**config.mk**
```make
export PLATFORM = sky130hd
export DESIGN_NAME = axis_endstop_homing_sequencer_flat
export DESIGN_NICKNAME = d
export VERILOG_FILES = /design/src/hdl/aehs_pkg.sv /design/src/hdl/aehs_if.sv /design/src/hdl/axis_endstop_homing_sequencer.sv /design/src/flat_wrapper.sv
export SDC_FILE = /design/constraint.sdc
export NUM_CORES = 1
export LEC_CHECK = 0
export BUFFER_PORTS_ARGS = -buffer_cell sky130_fd_sc_hd__buf_2
export CAP_MARGIN = 30
export CORE_MARGIN = 3
export CORE_UTILIZATION = 54
export CTS_CLUSTER_DIAMETER = 100
export CTS_CLUSTER_SIZE = 25
export DETAILED_ROUTE_END_ITERATION = 10
export HOLD_SLACK_MARGIN = 0.08
export PLACE_DENSITY = 0.8
export SLEW_MARGIN = 20
export SYNTH_ARGS = -nofsm -noshare
export SYNTH_HDL_FRONTEND = slang
export SYNTH_SLANG_ARGS = --single-unit
```
**constraint.sdc**
```tcl
create_clock -name clock -period 8.2 [get_ports clock]
set_clock_uncertainty 0.1 [all_clocks]
set_input_delay 0.41 -clock clock [delete_from_list [all_inputs] [get_ports clock]]
set_output_delay 0.41 -clock clock [all_outputs]
set_load 0.1 [all_outputs]
```
**src/hdl/aehs_pkg.sv**
```systemverilog
// ----------------------------------------------------------------------------
// Axis endstop homing sequencer package
// Command codes and the beat types of the request and response channels.
// ----------------------------------------------------------------------------
package aehs_pkg;

   localparam int unsigned CMD_W = 4;
   localparam int unsigned POS_W = 32;

   localparam logic [CMD_W-1:0] CMD_EMPTY   = 4'd0;
   localparam logic [CMD_W-1:0] CMD_HOME    = 4'd1;
   localparam logic [CMD_W-1:0] CMD_MEASURE = 4'd2;
   localparam logic [CMD_W-1:0] CMD_SETPOS  = 4'd3;
   localparam logic [CMD_W-1:0] CMD_ZERO    = 4'd4;
   localparam logic [CMD_W-1:0] CMD_MAX     = 4'd5;
   localparam logic [CMD_W-1:0] CMD_ENABLE  = 4'd6;
   localparam logic [CMD_W-1:0] CMD_DISABLE = 4'd7;

   localparam logic signed [POS_W-1:0] STEP_PLUS  = 32'sd1;
   localparam logic signed [POS_W-1:0] STEP_MINUS = -32'sd1;

   typedef struct packed {
      logic [CMD_W-1:0]        command;
      logic                    cmd_valid;
      logic                    min_stop;
      logic                    max_stop;
      logic signed [POS_W-1:0] cur_position;
      logic signed [POS_W-1:0] cmd_value;
      logic                    want_enable;
      logic                    want_disable;
   } req_type;

   typedef struct packed {
      logic                    move_write;
      logic signed [POS_W-1:0] move_steps;
      logic                    move_down;
      logic                    pos_write;
      logic signed [POS_W-1:0] pos_new;
      logic                    length_write;
      logic signed [POS_W-1:0] axis_len;
      logic                    is_homed;
      logic                    cmd_done;
      logic                    enable_pulse;
      logic                    disable_pulse;
   } rsp_type;

endpackage

```
**src/hdl/aehs_if.sv**
```systemverilog
// ----------------------------------------------------------------------------
// Axis endstop homing sequencer channel interfaces
// Valid/ready channels for requests, responses and the home offset register.
// ----------------------------------------------------------------------------
interface aehs_req_if import aehs_pkg::*; ();
   logic    valid;
   logic    ready;
   req_type data;
   modport source (output valid, output data, input ready);
   modport sink (input valid, input data, output ready);
endinterface

interface aehs_rsp_if import aehs_pkg::*; ();
   logic    valid;
   logic    ready;
   rsp_type data;
   modport source (output valid, output data, input ready);
   modport sink (input valid, input data, output ready);
endinterface

interface aehs_csr_if import aehs_pkg::*; ();
   logic                    valid;
   logic                    ready;
   logic signed [POS_W-1:0] data;
   modport source (output valid, output data, input ready);
   modport sink (input valid, input data, output ready);
endinterface

```
**src/hdl/axis_endstop_homing_sequencer.sv**
```systemverilog
// A request beat is held in the input register until the response slot is free, then
// moves into the response register, from which its response beat leaves.
// One beat per cycle while the response side is not stalled. The seek and homed flags
// update in the same cycle that a beat moves from the input register into the response
// register. Reset (synchronous, active high) clears both pipeline valid bits, the seek
// flags, the homed flag and the home offset register; the csr channel is always ready.
// ----------------------------------------------------------------------------
// Axis endstop homing sequencer
// Per-tick command sequencer for one stepper axis: seeks endstops one step at
// a time, loads positions, reports axis length and issues driver pulses.
// ----------------------------------------------------------------------------
module axis_endstop_homing_sequencer import aehs_pkg::*; (
   input  logic       clock,
   input  logic       reset,
   aehs_req_if.sink   req_ch,
   aehs_rsp_if.source rsp_ch,
   aehs_csr_if.sink   csr_ch
);

   // Pipeline registers: an input stage and a response stage.
   logic    req_valid_ff;
   req_type req_ff;
   logic    rsp_valid_ff;
   rsp_type rsp_ff;
   rsp_type rsp_in;

   // Sequencer state and the configuration register.
   logic                    seek_zero_ff, seek_zero_in;
   logic                    seek_max_ff, seek_max_in;
   logic                    homed_ff, homed_in;
   logic signed [POS_W-1:0] home_offset_ff;

   logic rsp_free;
   logic advance;
   logic signed [POS_W-1:0] pos_now;

   // The response slot is free when empty or when its beat leaves this cycle.
   // The input stage advances whenever it holds a beat and the slot is free,
   // and it takes a new beat whenever it is empty or advancing.
   assign rsp_free     = !rsp_valid_ff || rsp_ch.ready;
   assign advance      = req_valid_ff && rsp_free;
   assign req_ch.ready = !req_valid_ff || rsp_free;
   assign rsp_ch.valid = rsp_valid_ff;
   assign rsp_ch.data  = rsp_ff;
   assign csr_ch.ready = 1'b1;

   // Command evaluation for the beat in the input register. Every unused
   // response field stays zero, and an invalid beat only reports the homed flag.
   always_comb begin
      rsp_in       = '0;
      seek_zero_in = seek_zero_ff;
      seek_max_in  = seek_max_ff;
      homed_in     = homed_ff;
      pos_now      = req_ff.cur_position;

      if (req_ff.cmd_valid) begin
         unique case (req_ff.command)
            CMD_EMPTY: begin
            end
            CMD_HOME, CMD_MAX: begin
               if (seek_max_ff) begin
                  if (req_ff.max_stop) begin
                     seek_max_in     = 1'b0;
                     rsp_in.cmd_done = 1'b1;
                     // Home finishes by moving back toward the home offset.
                     if (req_ff.command == CMD_HOME) begin
                        rsp_in.move_write = 1'b1;
                        rsp_in.move_steps = home_offset_ff - req_ff.cur_position;
                        rsp_in.move_down  = 1'b1;
                     end
                  end else begin
                     rsp_in.move_write = 1'b1;
                     rsp_in.move_steps = STEP_PLUS;
                  end
               end else if (req_ff.max_stop) begin
                  // Already on the max endstop: back off first.
                  rsp_in.move_write = 1'b1;
                  rsp_in.move_steps = STEP_MINUS;
                  rsp_in.move_down  = 1'b1;
               end else begin
                  seek_max_in       = 1'b1;
                  rsp_in.move_write = 1'b1;
                  rsp_in.move_steps = STEP_PLUS;
               end
            end
            CMD_MEASURE: begin
               if (seek_zero_ff) begin
                  if (req_ff.min_stop) begin
                     // Zero found: position becomes zero and the max seek starts.
                     homed_in         = 1'b1;
                     pos_now          = '0;
                     rsp_in.pos_write = 1'b1;
                     seek_zero_in     = 1'b0;
                     seek_max_in      = 1'b1;
                  end else begin
                     rsp_in.move_write = 1'b1;
                     rsp_in.move_steps = STEP_MINUS;
                     rsp_in.move_down  = 1'b1;
                  end
               end else if (!seek_max_ff) begin
                  if (req_ff.min_stop) begin
                     rsp_in.move_write = 1'b1;
                     rsp_in.move_steps = STEP_PLUS;
                  end else begin
                     seek_zero_in      = 1'b1;
                     rsp_in.move_write = 1'b1;
                     rsp_in.move_steps = STEP_MINUS;
                     rsp_in.move_down  = 1'b1;
                  end
               end
               // The max phase sees the flag as updated by the zero phase above.
               if (seek_max_in) begin
                  if (req_ff.max_stop) begin
                     seek_max_in         = 1'b0;
                     rsp_in.length_write = 1'b1;
                     rsp_in.axis_len     = pos_now;
                     rsp_in.cmd_done     = 1'b1;
                  end else begin
                     rsp_in.move_write = 1'b1;
                     rsp_in.move_steps = STEP_PLUS;
                     rsp_in.move_down  = 1'b0;
                  end
               end
            end
            CMD_SETPOS: begin
               rsp_in.pos_write = 1'b1;
               rsp_in.pos_new   = req_ff.cmd_value;
               rsp_in.cmd_done  = 1'b1;
            end
            CMD_ZERO: begin
               if (seek_zero_ff) begin
                  if (req_ff.min_stop) begin
                     homed_in         = 1'b1;
                     rsp_in.pos_write = 1'b1;
                     seek_zero_in     = 1'b0;
                     rsp_in.cmd_done  = 1'b1;
                  end else begin
                     rsp_in.move_write = 1'b1;
                     rsp_in.move_steps = STEP_MINUS;
                     rsp_in.move_down  = 1'b1;
                  end
               end else if (req_ff.min_stop) begin
                  rsp_in.move_write = 1'b1;
                  rsp_in.move_steps = STEP_PLUS;
               end else begin
                  seek_zero_in      = 1'b1;
                  rsp_in.move_write = 1'b1;
                  rsp_in.move_steps = STEP_MINUS;
                  rsp_in.move_down  = 1'b1;
               end
            end
            CMD_ENABLE: begin
               rsp_in.enable_pulse = req_ff.want_enable;
               rsp_in.cmd_done     = 1'b1;
            end
            CMD_DISABLE: begin
               rsp_in.disable_pulse = req_ff.want_disable;
               rsp_in.cmd_done      = 1'b1;
            end
            default: begin
               // Unknown commands complete at once with no other effect.
               rsp_in.cmd_done = 1'b1;
            end
         endcase
      end

      rsp_in.is_homed = homed_in;
   end

   // Control state: valid bits, flags and the home offset register.
   always_ff @(posedge clock) begin
      if (reset) begin
         req_valid_ff   <= 1'b0;
         rsp_valid_ff   <= 1'b0;
         seek_zero_ff   <= 1'b0;
         seek_max_ff    <= 1'b0;
         homed_ff       <= 1'b0;
         home_offset_ff <= '0;
      end else begin
         if (req_ch.ready) begin
            req_valid_ff <= req_ch.valid;
         end
         if (rsp_free) begin
            rsp_valid_ff <= req_valid_ff;
         end
         if (advance) begin
            seek_zero_ff <= seek_zero_in;
            seek_max_ff  <= seek_max_in;
            homed_ff     <= homed_in;
         end
         if (csr_ch.valid) begin
            home_offset_ff <= csr_ch.data;
         end
      end
   end

   // Payload registers need no reset.
   always_ff @(posedge clock) begin
      if (req_ch.valid && req_ch.ready) begin
         req_ff <= req_ch.data;
      end
      if (advance) begin
         rsp_ff <= rsp_in;
      end
   end

endmodule

```
**src/flat_wrapper.sv**
```systemverilog
// flat-port wrapper written by rule: the top's interface ports become plain ports
module axis_endstop_homing_sequencer_flat import aehs_pkg::*;
  (clock, reset, req_ch_valid, req_ch_data, req_ch_ready, rsp_ch_valid, rsp_ch_data, rsp_ch_ready, csr_ch_valid, csr_ch_data, csr_ch_ready);
  aehs_req_if req_ch_i ();
  aehs_rsp_if rsp_ch_i ();
  aehs_csr_if csr_ch_i ();
  input  logic clock;
  input  logic reset;
  input wire logic [$bits(req_ch_i.valid)-1:0] req_ch_valid;
  input wire logic [$bits(req_ch_i.data)-1:0] req_ch_data;
  output wire logic [$bits(req_ch_i.ready)-1:0] req_ch_ready;
  output wire logic [$bits(rsp_ch_i.valid)-1:0] rsp_ch_valid;
  output wire logic [$bits(rsp_ch_i.data)-1:0] rsp_ch_data;
  input wire logic [$bits(rsp_ch_i.ready)-1:0] rsp_ch_ready;
  input wire logic [$bits(csr_ch_i.valid)-1:0] csr_ch_valid;
  input wire logic [$bits(csr_ch_i.data)-1:0] csr_ch_data;
  output wire logic [$bits(csr_ch_i.ready)-1:0] csr_ch_ready;
  assign req_ch_i.valid = req_ch_valid;
  assign req_ch_i.data = req_ch_data;
  assign req_ch_ready = req_ch_i.ready;
  assign rsp_ch_valid = rsp_ch_i.valid;
  assign rsp_ch_data = rsp_ch_i.data;
  assign rsp_ch_i.ready = rsp_ch_ready;
  assign csr_ch_i.valid = csr_ch_valid;
  assign csr_ch_i.data = csr_ch_data;
  assign csr_ch_ready = csr_ch_i.ready;
  axis_endstop_homing_sequencer u_core (.clock(clock), .reset(reset), .req_ch(req_ch_i), .rsp_ch(rsp_ch_i), .csr_ch(csr_ch_i));
endmodule
```
---- After elaboration in Yosys (flattened, before gate mapping) ----
Cells that the tools add are included.
storage, ports and cells
  register bits ........................... 214
  bits of input ports ..................... 110
  output and inout port bits .............. 107
  logic and storage cells ................. 89
operators by class
  add/subtract/negate cells ............... 1
  equal/unequal tests ..................... 7
  mux-type cells .......................... 38
  reduce and logical (&&, ||, !) cells .... 18
operators with widths
  cell                  count
  $mux W34              8
  $mux W32              4
  $pmux W34 S3          1
  $mux W33              2
  $sub A32 B32 Y32      1
  $mux W1               19
  $eq A4 B3 Y1 const B  4
  $reduce_and A3 Y1     3
  $eq A4 B2 Y1 const B  2
  $pmux W1 S2           3
  $reduce_and A2 Y1     3
  $eq A4 B1 Y1 const B  1
  $logic_not A4 Y1      1
  $pmux W1 S4           1
  $reduce_and A4 Y1     1
  $reduce_bool A2 Y1    2
  $reduce_or A2 Y1      2
  $logic_and A1 B1 Y1   2
  $logic_not A1 Y1      2
  $logic_or A1 B1 Y1    2

---- Longest topological paths before layout ----
Gate-level depths: netlist (run 1).
  depth after elaboration ................. 6
  gate-level depth with buffers ........... 11
  depth with buffers taken out ............ 10

---- Least setup slack after synthesis (run 1) ----
OpenSTA, ideal clock, no wires.
  kind .................................... register to register
  from .................................... reg u_core.rsp_valid_ff, in the netlist u_core.rsp_ch.valid
  to ...................................... reg u_core.seek_max_ff
  library setup time ...................... 122 ps
  data arrival time ....................... 6667 ps
  required time ........................... 7978 ps
  path slack .............................. 1311 ps
  stages on the path, launching flop included .. 5
  buffers on the path ..................... 0
  clock period less this slack ............ 6889 ps
  cell sequence ........................... dfxtp_1 nor2b_1 nor2b_1 o211ai_1 o221a_2
on the way
  word-level cells in the longest chain between the ends .. 4
RTL lines
  what                                RTL line                              source
  start, declared                     axis_endstop_homing_sequencer.sv:23   logic rsp_valid_ff;
  start signal, assigned              axis_endstop_homing_sequencer.sv:184  rsp_valid_ff <= req_valid_ff;
  $logic_not A1 Y1                    axis_endstop_homing_sequencer.sv:40   assign rsp_free = !rsp_valid_ff || rsp_ch.ready;
  $logic_or A1 B1 Y1                  axis_endstop_homing_sequencer.sv:40
  $logic_and A1 B1 Y1                 axis_endstop_homing_sequencer.sv:41   assign advance = req_valid_ff && rsp_free;
  named net u_core.advance            axis_endstop_homing_sequencer.sv:34   logic advance;
  $reduce_and A3 Y1 (no source line)  n/a
  end signal, assigned                axis_endstop_homing_sequencer.sv:188  seek_max_ff <= seek_max_in;
  end, declared                       axis_endstop_homing_sequencer.sv:29   logic seek_max_ff, seek_max_in;
The timed path passes the listed nets, and every way through them passes these cells.
A chain may end at the register's enable or synchronous reset.

---- Worst setup path in the final report (run 1) ----
  from .................................... reg u_core.req_ff[34] (netlist bit)
  to ...................................... reg u_core.rsp_ff, in the netlist u_core.rsp_ch.data[101] (data pin)
on the way
  word-level cells in the longest chain between the ends .. 5
RTL lines
  what                    RTL line                              source
  start, declared         axis_endstop_homing_sequencer.sv:22   req_type req_ff;
  start signal, assigned  axis_endstop_homing_sequencer.sv:200  req_ff <= req_ch.data;
  $sub A32 B32 Y32        axis_endstop_homing_sequencer.sv:68   rsp_in.move_steps = home_offset_ff - req_ff.cur_position;
  $mux W34                axis_endstop_homing_sequencer.sv:66   if (req_ff.command == CMD_HOME) begin
  $mux W33                axis_endstop_homing_sequencer.sv:62   if (req_ff.max_stop) begin
  $mux W34                axis_endstop_homing_sequencer.sv:61   if (seek_max_ff) begin
  $pmux W34 S3            axis_endstop_homing_sequencer.sv:57   unique case (req_ff.command)
  end signal, assigned    axis_endstop_homing_sequencer.sv:203  rsp_ff <= rsp_in;
  end, declared           axis_endstop_homing_sequencer.sv:24   rsp_type rsp_ff;
No other way between the ends.

==> metrics.cfg, run 1 <==
[yosys]
synthAdderAreaFrac=0.0433
synth.distinct_cells=61
synth-compound-area-share=0.108
synthMuxAreaShare=0.0361
synth-edff-count=177
ys_seq_elements=214
syn-cell-area_mm2=0.00970
synth_fp_nets=954
yosysWarningCount=0
synth-main-ff-cell=edfxtp_1
syn_inst=811
syn_area_per_cell_um2=12.0
yosysSeqAreaShare=0.624
ys_top_cells_by_area=edfxtp_1, dfxtp_1, ha_1
yosys.area.top_type_share=0.548
yosysTopAreaCell=edfxtp_1
synth_top_family_by_area=simple AND/OR/NAND/NOR gates
synth-xor-area-share=0.0172
async_reset_ff_frac=0
synth-simple-area-share=0.133

[setup_path]
crit_required_ps=8290
slowest_delay_ps=780
start_kind=flop
crit_fanout=5
path_class=flop to flop
reg2reg_from=u_core.req_ff[34]
path_delay_family=compound AO/OA/AOI/OAI gates
crit_arrival_ps=3440
critPathSlowestCell=o31ai_1
reg2reg_slack_ps=4850
r2r_cells=9
worstPathCellList=ha_1, fa_1, nor2b_1, o21ba_2, o31a_1, o31ai_1, o31ai_1, o31a_1, o211ai_1
critical_path.endpoint_type=flop
r2r-end=u_core.rsp_ch.data[101]
critical_path_buf_inv_count=0

[sta]
fin_setup_tns_ps=0
fin_crit_ps=3350
maxSlewHeadroom=0.398
max_freq_ghz=0.299
slew_violations=0
grt_setup_unrepaired=false
tightestPinTransition_ps=895
hold_viol=0
setup_viol=0
period_share=0.408

[clock_network]
post_cts_resized=0
path_clk_slew_ps=100
post_cts_buffers=0
numCtsBuffers=12
cts_buffer_depth=3
cts_tree=done
insertion_delay_ps=470
h-tree-depth=1
cts_hold_buffers=91
clock-sinks=214
clockRootBuffer=clkbuf_16

[global_route]
grt_pass1_wl_um=37600
grt_max_degree=74
grt_usage=0.239
overflow=0
antenna_found_initial=0
grt_pass1_vias=7261

[drt]
dr_total_vias=7423
wl_um=24500
firstDrtPassIters=5
routedWlPerCell_um=18.4
drc=0
via_per_inst=5.59
drt_iter0_drc=598
ant_nets=0

[worst_hold_path]
hp-class=primary input to flop
min_from=csr_ch_data[22]
min_to=u_core.home_offset_ff[22]
whs_path_depth=3

[floorplan]
num_rows=48
ios=217
die_x_um=140
fp.dieH_um=140
initial_core_util=0.557
die_area_mm2=0.0196
coreArea_mm2=0.0174

[cells_and_area]
seq_area_mm2=0.00606
drive_above_1_share=0.226
diodes=0
area_growth_pct=26.3
multi_input_area_mm2=0.00330
utilization=0.704
nets=1241
nFillCells=1256

[place]
post-dp-hpwl_um=15800
place.gp.congestion=0.928
numPortBuffers=215

[power_and_ir_drop]
leakage_nw=5.09
power_density_mw_per_mm2=195
power.total_mw=2.39
peakVddDrop_mv=0.238

[run]
maxCapViolCount=0

[status]
status=finished, final reports clean

[synthesized netlist by cell type (19+ instances only)]
cell and n:
a21oi_1 48, and2_1 41, clkbuf_1 31, dfxtp_1 37, edfxtp_1 177, ha_1 32
inv_1 48, mux2i_1 35, nand2_1 39, nand3_1 19, nor2_1 71, nor3_1 37
o21ai_0 36
[placed cells by master (no fill, tap or decap), types with 10 or more instances in the layout]
cell type and count:
dfxtp_1 37, dlygate4sd3_1 91, nand2_1 39, a21o_1 15
o21ai_0 36, edfxtp_1 177, and2_1 40, nor3_1 37
nand4_1 11, nor2b_1 10, nand3_1 19, nor2_1 71
inv_1 48, buf_2 215, a21oi_1 48, clkbuf_16 13
ha_1 32, xnor2_1 10, mux2i_1 35
[registers in the layout (all words and copies together) (netlist names)]
register,flops
u_core.req_ff,73
u_core.rsp_ch.valid,1
u_core.home_offset_ff,32
u_core.req_valid_ff,1
u_core.seek_max_ff,1
u_core.seek_zero_ff,1
u_core.homed_ff,1
u_core.rsp_ch.data,104
[metrics by stage]
| step | hold slack [ps] | instances | area [um^2] | setup WS (ps) |
|---|---|---|---|---|
| floorplan | 329 | 811 | 9700 | 1310 |
| global placement | 339 | 1214 | 10900 | 4750 |
| detailed placement | 392 | 1216 | 10900 | 4940 |
| CTS | 80.3 | 1327 | 12200 | 4900 |
| global route | 94.2 | 1329 | 12300 | 4700 |
| finish | 83.4 | 1329 | 12300 | 4850 |
[layer usage]
metal	vias to the layer above	routed length, um	GRT usage
met4	0	1040	0.0887
met5	-	0	0
met1	3524	9860	0.309
met3	70	1400	0.0338
met2	310	12200	0.414
li1	3519	-	-
[cell families (layout without fill, tap and decap cells)]
kind of cell / Yosys count / in the layout
compound gates: 163 / 163
xor+xnor: 19 / 19
fa+ha+maj: 33 / 33
buf+inv: 88 / 381
flops: 214 / 214
mux: 35 / 35
other cells: 1 / 1
simple gates: 258 / 258
[final cells by class]
cell class / count / area share
Tap cell: 225 / 0.0230
Sequential cell: 214 / 0.494
Timing Repair Buffer: 313 / 0.169
Clock inverter: 1 / 0.00133
Multi-Input combinational cell: 509 / 0.269
Inverter: 48 / 0.0147
Clock buffer: 19 / 0.0284
[worst max-delay path by stage]
stage                              startpoint                       to  slack [ps]  depth (start not counted)
after CTS                   u_core.req_ff[34]  u_core.rsp_ch.data[101]        4900                          9
after global placement      u_core.req_ff[34]   u_core.rsp_ch.data[91]        4750                          9
final                       u_core.req_ff[34]  u_core.rsp_ch.data[101]        4850                          9
after global routing        u_core.req_ff[34]  u_core.rsp_ch.data[101]        4700                          9
after detailed placement    u_core.req_ff[34]  u_core.rsp_ch.data[101]        4940                          9
after floorplan           u_core.rsp_ch.valid       u_core.seek_max_ff        1310                          4
[report_power, final]
group	internal (mW)	leakage, nW	total, mW	switching, mW
Sequential	1.23	1.95	1.26	0.0242
Clock	0.299	0.174	0.641	0.342
Combinational	0.138	2.97	0.489	0.351
[worst min-delay path: stages]
cell and delay (ps):
buf_2 80, mux2i_1 60, nor2_1 80
No activity file was read; power rests on OpenSTA's default activity.
==> inputs of run 2 (changes only) <==
==> constraint.sdc (replaced) <==
create_clock -name clock -period 3.3 [get_ports clock]
set_clock_uncertainty 0.1 [all_clocks]
set_input_delay 0.165 -clock clock [delete_from_list [all_inputs] [get_ports clock]]
set_output_delay 0.165 -clock clock [all_outputs]
set_load 0.1 [all_outputs]
==> metrics.cfg, run 2 (same netlist as run 1, synthesis figures left out) <==
[sta]
fin_setup_tns_ps=0  ; unchanged
tightestPinTransition_ps=770  ; was 895 ps
grt_setup_unrepaired=false  ; unchanged
period_share=0.924  ; was 0.408
slew_violations=0  ; unchanged
fin_crit_ps=3050  ; was 3350 ps
maxSlewHeadroom=0.487  ; was 0.398
max_freq_ghz=0.328  ; was 0.299 GHz
hold_viol=0  ; unchanged
setup_viol=0  ; unchanged

[drt]
via_per_inst=5.54  ; was 5.59
wl_um=25000  ; was 24500 um
ant_nets=0  ; unchanged
drc=0  ; unchanged
drt_iter0_drc=758  ; was 598
dr_total_vias=7505  ; was 7423
firstDrtPassIters=5  ; unchanged
routedWlPerCell_um=18.5  ; was 18.4 um

[global_route]
grt_max_degree=50  ; was 74
grt_pass1_wl_um=39300  ; was 37600 um
antenna_found_initial=0  ; unchanged
grt_pass1_vias=7474  ; was 7261
overflow=0  ; unchanged
grt_usage=0.248  ; was 0.239

[worst_hold_path]
hp-class=primary input to flop  ; unchanged

[run]
maxCapViolCount=0  ; unchanged

[setup_path]
start_kind=flop  ; unchanged
critPathSlowestCell=fa_1  ; was o31ai_1
worst_path_most_repeated_cell=o21ai_0
crit_fanout=4  ; was 5
crit_arrival_ps=3260  ; was 3440 ps
slowest_delay_ps=460  ; was 780 ps
path_class=flop to flop  ; unchanged
critical_path.endpoint_type=flop  ; unchanged
crit_required_ps=3520  ; was 8290 ps
worstPathCellList=ha_1, fa_1, nor2b_1, o21ba_2, o21ai_0, a2111oi_0, buf_4, o21ai_0, a211o_1, nand3_1  ; was ha_1, fa_1, nor2b_1, o21ba_2, o31a_1, o31ai_1, o31ai_1, o31a_1, o211ai_1

[power_and_ir_drop]
peakVddDrop_mv=0.414  ; was 0.238 mV
leakage_nw=5.21  ; was 5.09 nW
power_density_mw_per_mm2=475  ; was 195 mW/mm^2

[cells_and_area]
seq_area_mm2=0.00606  ; about the same
layout_common_cells=buf_2, edfxtp_1, dlygate4sd3_1, nor2_1  ; unchanged
final_common_cell=buf_2  ; unchanged
nFillCells=1201  ; was 1256
largest_reg_flops=104  ; unchanged
nets=1266  ; was 1241
area_growth_pct=28.8  ; was 26.3%
instances_no_fill=1355  ; was 1329
drive_above_1_share=0.230  ; was 0.226
multi_input_area_mm2=0.00330  ; about the same

[floorplan]
coreArea_mm2=0.0174  ; unchanged
fp.dieH_um=140  ; unchanged
initial_core_util=0.557  ; unchanged
die_area_mm2=0.0196  ; unchanged
num_rows=48  ; unchanged
ios=217  ; unchanged
die_x_um=140  ; unchanged

[clock_network]
cts_buffer_depth=3  ; unchanged
clockRootBuffer=clkbuf_16  ; unchanged
clock-sinks=214  ; unchanged
numCtsBuffers=12  ; unchanged
path_clk_slew_ps=100  ; about the same
post_cts_resized=0  ; unchanged
h-tree-depth=1  ; unchanged
cts_tree=done  ; unchanged
insertion_delay_ps=470  ; about the same

[place]
place.gp.congestion=0.917  ; was 0.928
post-dp-hpwl_um=15900  ; was 15800 um
dp.cells=1225  ; was 1216
numPortBuffers=215  ; unchanged

[status]
status=finished, final reports clean  ; unchanged

run 2: cell count changes in the layout (fill, tap and decap cells not counted):
cell / delta
buf_1: -1
dfxtp_1: -1
dlygate4sd3_1: +17
buf_4: +8
diode_2: +2
clkbuf_1: -1
buf_16: -1
or3_2: -1
buf_12: +2
or3_1: +1
dfxtp_2: +1
run 2: final timing paths:
kind / from / to / slack, ps / cells past startpoint
setup reg to reg: u_core.req_ff[34] / u_core.rsp_ch.data[91] / 250 / 10
hold reg to reg: u_core.homed_ff / u_core.homed_ff / 390 / 2
setup / recovery: u_core.req_ff[34] / u_core.rsp_ch.data[91] / 250 / 10
hold / removal: csr_ch_valid / u_core.home_offset_ff[30] / 140 / 3
run 2: power breakdown:
part | total, mW | switching [mW] | leakage (nW) | internal [mW]
logic | 1.24 | 0.876 | 3.08 | 0.361
registers | 3.13 | 0.0583 | 1.95 | 3.07
clock network | 1.57 | 0.834 | 0.173 | 0.739
total | 5.94 | 1.77 | 5.21 | 4.17
run 2: per-layer routing:
metal	GRT usage	wire length [um]
met3	0.0321	1630
met2	0.432	12800
met1	0.326	9960
met5	0	0
met4	0.0775	686
run 2: final cells by class:
class                   instances  share of cell area
clock inverters                 1             0.00130
clock buffers                  18              0.0275
inverters                      48              0.0144
multi-input cells             509               0.264
repair buffers                338               0.185
flip-flops and latches        214               0.485
diodes                          2            0.000400
well taps                     225              0.0225
run 2: stage by stage:
stage	instance area, um^2	power, mW	utilization	hold slack [ps]	worst slack, ps
after floorplan	9710	4.04	-	164	131
after global placement	11000	4.29	0.632	241	426
after detailed placement	11000	4.30	0.634	243	338
after CTS	12500	5.93	0.716	128	312
after global routing	12500	6.15	0.717	139	98.7
final	12500	5.94	0.718	140	252
run 2: timing repair:
item	CTS	global route
endpoints found under the setup margin	0	0
hold buffers	108	0
setup buffers	0	0
hold endpoints to repair	107	0
run 2: critical path, delay by kind of cell, from the launching register on:
family                     cells  cell delay [ps]
AOI/OAI and AO/OA              5             1200
adders and majority gates      2              690
DFF                            1              430
and+or+nand+nor                2              260
buffers and inverters          1              220
